`src/rtl/emtp_ram.sv`:
```
// Generic single-port RAM with registered read.
// No dependencies.
module emtp_ram #(
  parameter int unsigned Width = 8,
  parameter int unsigned Depth = 16
) (
  input  logic                     clk_i,
  input  logic                     we_i,
  input  logic [$clog2(Depth)-1:0] addr_i,
  input  logic [Width-1:0]         wdata_i,
  output logic [Width-1:0]         rdata_o
);

  logic [Width-1:0] mem_q [Depth];

  // Write and registered read share the one address.
  always_ff @(posedge clk_i) begin
    if (we_i) begin
      mem_q[addr_i] <= wdata_i;
    end
    rdata_o <= mem_q[addr_i];
  end

endmodule

```
`config.mk`:
```
export PLATFORM = sky130hd
export DESIGN_NAME = emtp_ram
export DESIGN_NICKNAME = d
export VERILOG_FILES = /design/src/rtl/emtp_ram.sv
export SDC_FILE = /design/constraint.sdc
export NUM_CORES = 1
export LEC_CHECK = 0
export ABC_AREA = 0
export BUFFER_PORTS_ARGS = -buffer_cell sky130_fd_sc_hd__buf_2
export CAP_MARGIN = 20
export CORE_MARGIN = 3
export CORE_UTILIZATION = 54
export DETAILED_ROUTE_END_ITERATION = 8
export PLACE_DENSITY = 0.77
export SYNTH_ARGS = -nofsm -noshare
export SYNTH_HDL_FRONTEND = slang
export SYNTH_SLANG_ARGS = --single-unit
```
`constraint.sdc`:
```
create_clock -name clk_i -period 1.65 [get_ports clk_i]
set_input_delay 0.0825 -clock clk_i [delete_from_list [all_inputs] [get_ports clk_i]]
set_output_delay 0.0825 -clock clk_i [all_outputs]
set_load 0.03 [all_outputs]
```
==> impl_metrics.env <==
export IMPL_gp_congestion=0.747
export IMPL_yosys_register_bits=136
export IMPL_coreArea_um2=8930
export IMPL_grt_pass1_wl_mm=15.5
export IMPL_p_leak_nw=2.09
export IMPL_syn_nets=244
export IMPL_via_per_inst=5.94
export IMPL_dpl_cell_count=373
export IMPL_port_buffers=21
export IMPL_relSlewSlack_pct=56.7
export IMPL_cts_root_buf="clkbuf_8"
export IMPL_numClockSinks=136
export IMPL_cp_depth=3
export IMPL_setup_violations=0
export IMPL_areaGrowthSynthToFinish_pct=21.9
export IMPL_die_h_um=103
export IMPL_hpwl_mm=6.03
export IMPL_fin_ws_ns=0.301
export IMPL_dieArea_um2=10600
export IMPL_ctsLongestPathBuffers=2
export IMPL_status="completed"
export IMPL_grt_overflow_total=0
export IMPL_fin_crit_ns=1.35
export IMPL_whs_path_depth=5
export IMPL_placementRows=34
export IMPL_crit_chain="mux4_2, a22oi_1, nand2_1"
export IMPL_drcViolationCount=0
export IMPL_h_tree_depth=4
export IMPL_fmax_mhz=741
export IMPL_path_clk_slew_ns=0.06
export IMPL_die_x_um=103
export IMPL_syn_area_per_cell_um2=22.0
export IMPL_pre_cts_ws_ns=0.169
export IMPL_power_internal_mw=6.54
export IMPL_num_fill_cells=535
export IMPL_skew_ns=0.00584
export IMPL_gr_usage_all_layers_pct=21.3
export IMPL_hold_buffers=8
export IMPL_grt_max_degree=40
export IMPL_ir_drop_mv=0.712
export IMPL_initial_core_util_pct=56.7
export IMPL_hold_class="input port to flop"
export IMPL_totalWireLength_mm=9.93
export IMPL_crit_path_end_kind="flop"
export IMPL_rsz0062_at_grt="no"
export IMPL_switching_power_mw=1.69
export IMPL_cts_buffers=17
export IMPL_cp_start_kind="flop"
export IMPL_swShare_pct=20.5
export IMPL_drt_first_pass_iters=5
export IMPL_wl_per_cell_um=24.1
export IMPL_criticalPathCategory="flop to flop"
export IMPL_yosysWarningCount=0
export IMPL_cts_tree="built"
export IMPL_ant_nets=0
export IMPL_syn_inst=230
export IMPL_cts_setup_buffers=0
export IMPL_p_comb_share_pct=5.2
export IMPL_power_density_nw_per_um2=1330
export IMPL_power_frac_seq_pct=47.2
export IMPL_antenna_found_initial=0
export IMPL_power_total_mw=8.23
export IMPL_crit_arrival_ns=1.75
export IMPL_slew_violations=0
export IMPL_cp_slowest_cell="mux4_2"
export IMPL_ys_types=18
export IMPL_num_vias=2454
export IMPL_path_max_fanout=1
export IMPL_max_stage_delay_ns=0.47
export IMPL_final_util_pct=69.1
export IMPL_yosysSeqAreaShare_pct=79.0
export IMPL_path_buf_inv=0
export IMPL_fin_setup_tns_ns=0
export IMPL_stdcell_count=413
export IMPL_post_route_period_util_pct=81.7
export IMPL_worst_pin_slew_ns=0.646
export IMPL_antennaDiodeCount=0
export IMPL_worstSkewPairLatency_ns=0.52
export IMPL_finalHoldViolations=0
export IMPL_maxCapViolCount=0
export IMPL_grt_pass1_vias=2646
export IMPL_io_pins=22
export IMPL_drt_iter0_drc=195
export IMPL_syn_area_um2=5070
export IMPL_cts_resized=0
export IMPL_clockPowerShare_pct=47.6
export IMPL_nNetsFinal=306
export IMPL_drive_gt1_share_pct=36.4
export IMPL_cp_required_ns=2.05
export IMPL_rr_worst_depth=3
export IMPL_critPathTopFamily="multiplexers"
power groups by stage:
| stage | registers [mW] | clock network [mW] | logic, mW |
|---|---|---|---|
| after CTS | 3.89 | 3.96 | 0.436 |
| after floorplan | 4.00 | 0 | 0.199 |
| after global routing | 3.89 | 4.14 | 0.461 |
| after detailed placement | 3.96 | 0 | 0.418 |
| final | 3.89 | 3.92 | 0.430 |
| after global placement | 3.95 | 0 | 0.407 |
final cells by class:
type	count	area (µm²)	share of cell area, %
clock buffers	18	428	6.93
multi-input cells	83	1000	16.2
clock inverters	14	196	3.18
well taps	108	135	2.19
flip-flops and latches	136	4000	64.8
repair buffers	54	410	6.64
sequential cells by signal (all words and copies together) (netlist names):
register and count:
rdata_o 8, mem_q 128
worst paths after layout:
check | startpoint | endpoint | slack [ns]
worst min register to register | mem_q[14][7] | rdata_o[7] | 0.68
worst max register to register | mem_q[0][6] | rdata_o[6] | 0.30
worst min-delay path | addr_i[3] | rdata_o[0] | 0.17
worst max-delay path | mem_q[0][6] | rdata_o[6] | 0.30
through the flow:
stage          hold WS, ns  instance area [µm²]
2_1_floorplan        0.181                 5070
3_3_place_gp         0.478                 5470
3_5_place_dp         0.486                 5470
4_1_cts              0.144                 6180
5_1_grt              0.190                 6180
6_report             0.172                 6180
cell families after synthesis:
| kind of cell | Yosys count | synth area share (%) |
|---|---|---|
| AOI/OAI and AO/OA | 16 | 2.37 |
| buffers and inverters | 11 | 1.19 |
| DFF | 136 | 79.0 |
| muxes | 32 | 14.2 |
| and+or+nand+nor | 35 | 3.21 |
cells in the mapped netlist:
master	n	share of area [%]
nor3_1	4	0.40
dfxtp_1	8	3.2
nand2_1	9	0.67
edfxtp_1	128	76
nand3b_1	2	0.30
and2_1	1	0.12
buf_2	2	0.20
clkbuf_1	2	0.15
nand3_1	1	0.099
nor2_1	13	0.96
clkbuf_2	1	0.099
nand2b_1	2	0.25
or3b_2	1	0.17
buf_1	4	0.30
a22oi_1	16	2.4
nor2b_1	2	0.25
mux4_2	32	14
buf_6	2	0.44
metal layers:
metal  routed length, µm  global-route usage, %  vias to the layer above
met2                5200                   35.4                       82
li1                    -                      -                     1085
met5                   0                      0                        -
met4                 163                   9.16                        0
met3                 484                   5.21                       15
met1                4090                   27.1                     1272
worst register-to-register path: cells and delay by family (launching register included):
kind | cells | cell delay (ns)
flip-flops | 1 | 0.37
AO/OA/AOI/OAI | 1 | 0.28
AND/OR/NAND/NOR | 1 | 0.10
multiplexers | 1 | 0.47
cell usage in the layout (no fill, tap or decap):
| master | count |
|---|---|
| dfxtp_1 | 8 |
| dlygate4sd3_1 | 8 |
| a22oi_1 | 16 |
| nand3b_1 | 2 |
| and2_1 | 1 |
| buf_2 | 21 |
| clkinvlp_4 | 3 |
| nand2b_1 | 2 |
| clkinv_2 | 2 |
| bufinv_16 | 4 |
| nand2_1 | 9 |
| buf_4 | 22 |
| or3b_2 | 1 |
| nand3_1 | 1 |
| clkbuf_16 | 16 |
| nor2b_1 | 2 |
| edfxtp_1 | 128 |
| inv_6 | 2 |
| nor2_1 | 13 |
| buf_12 | 3 |
| nor3_1 | 4 |
| mux4_2 | 32 |
| clkbuf_8 | 2 |
| clkinv_4 | 3 |
Power figures use the tool's default switching activity.
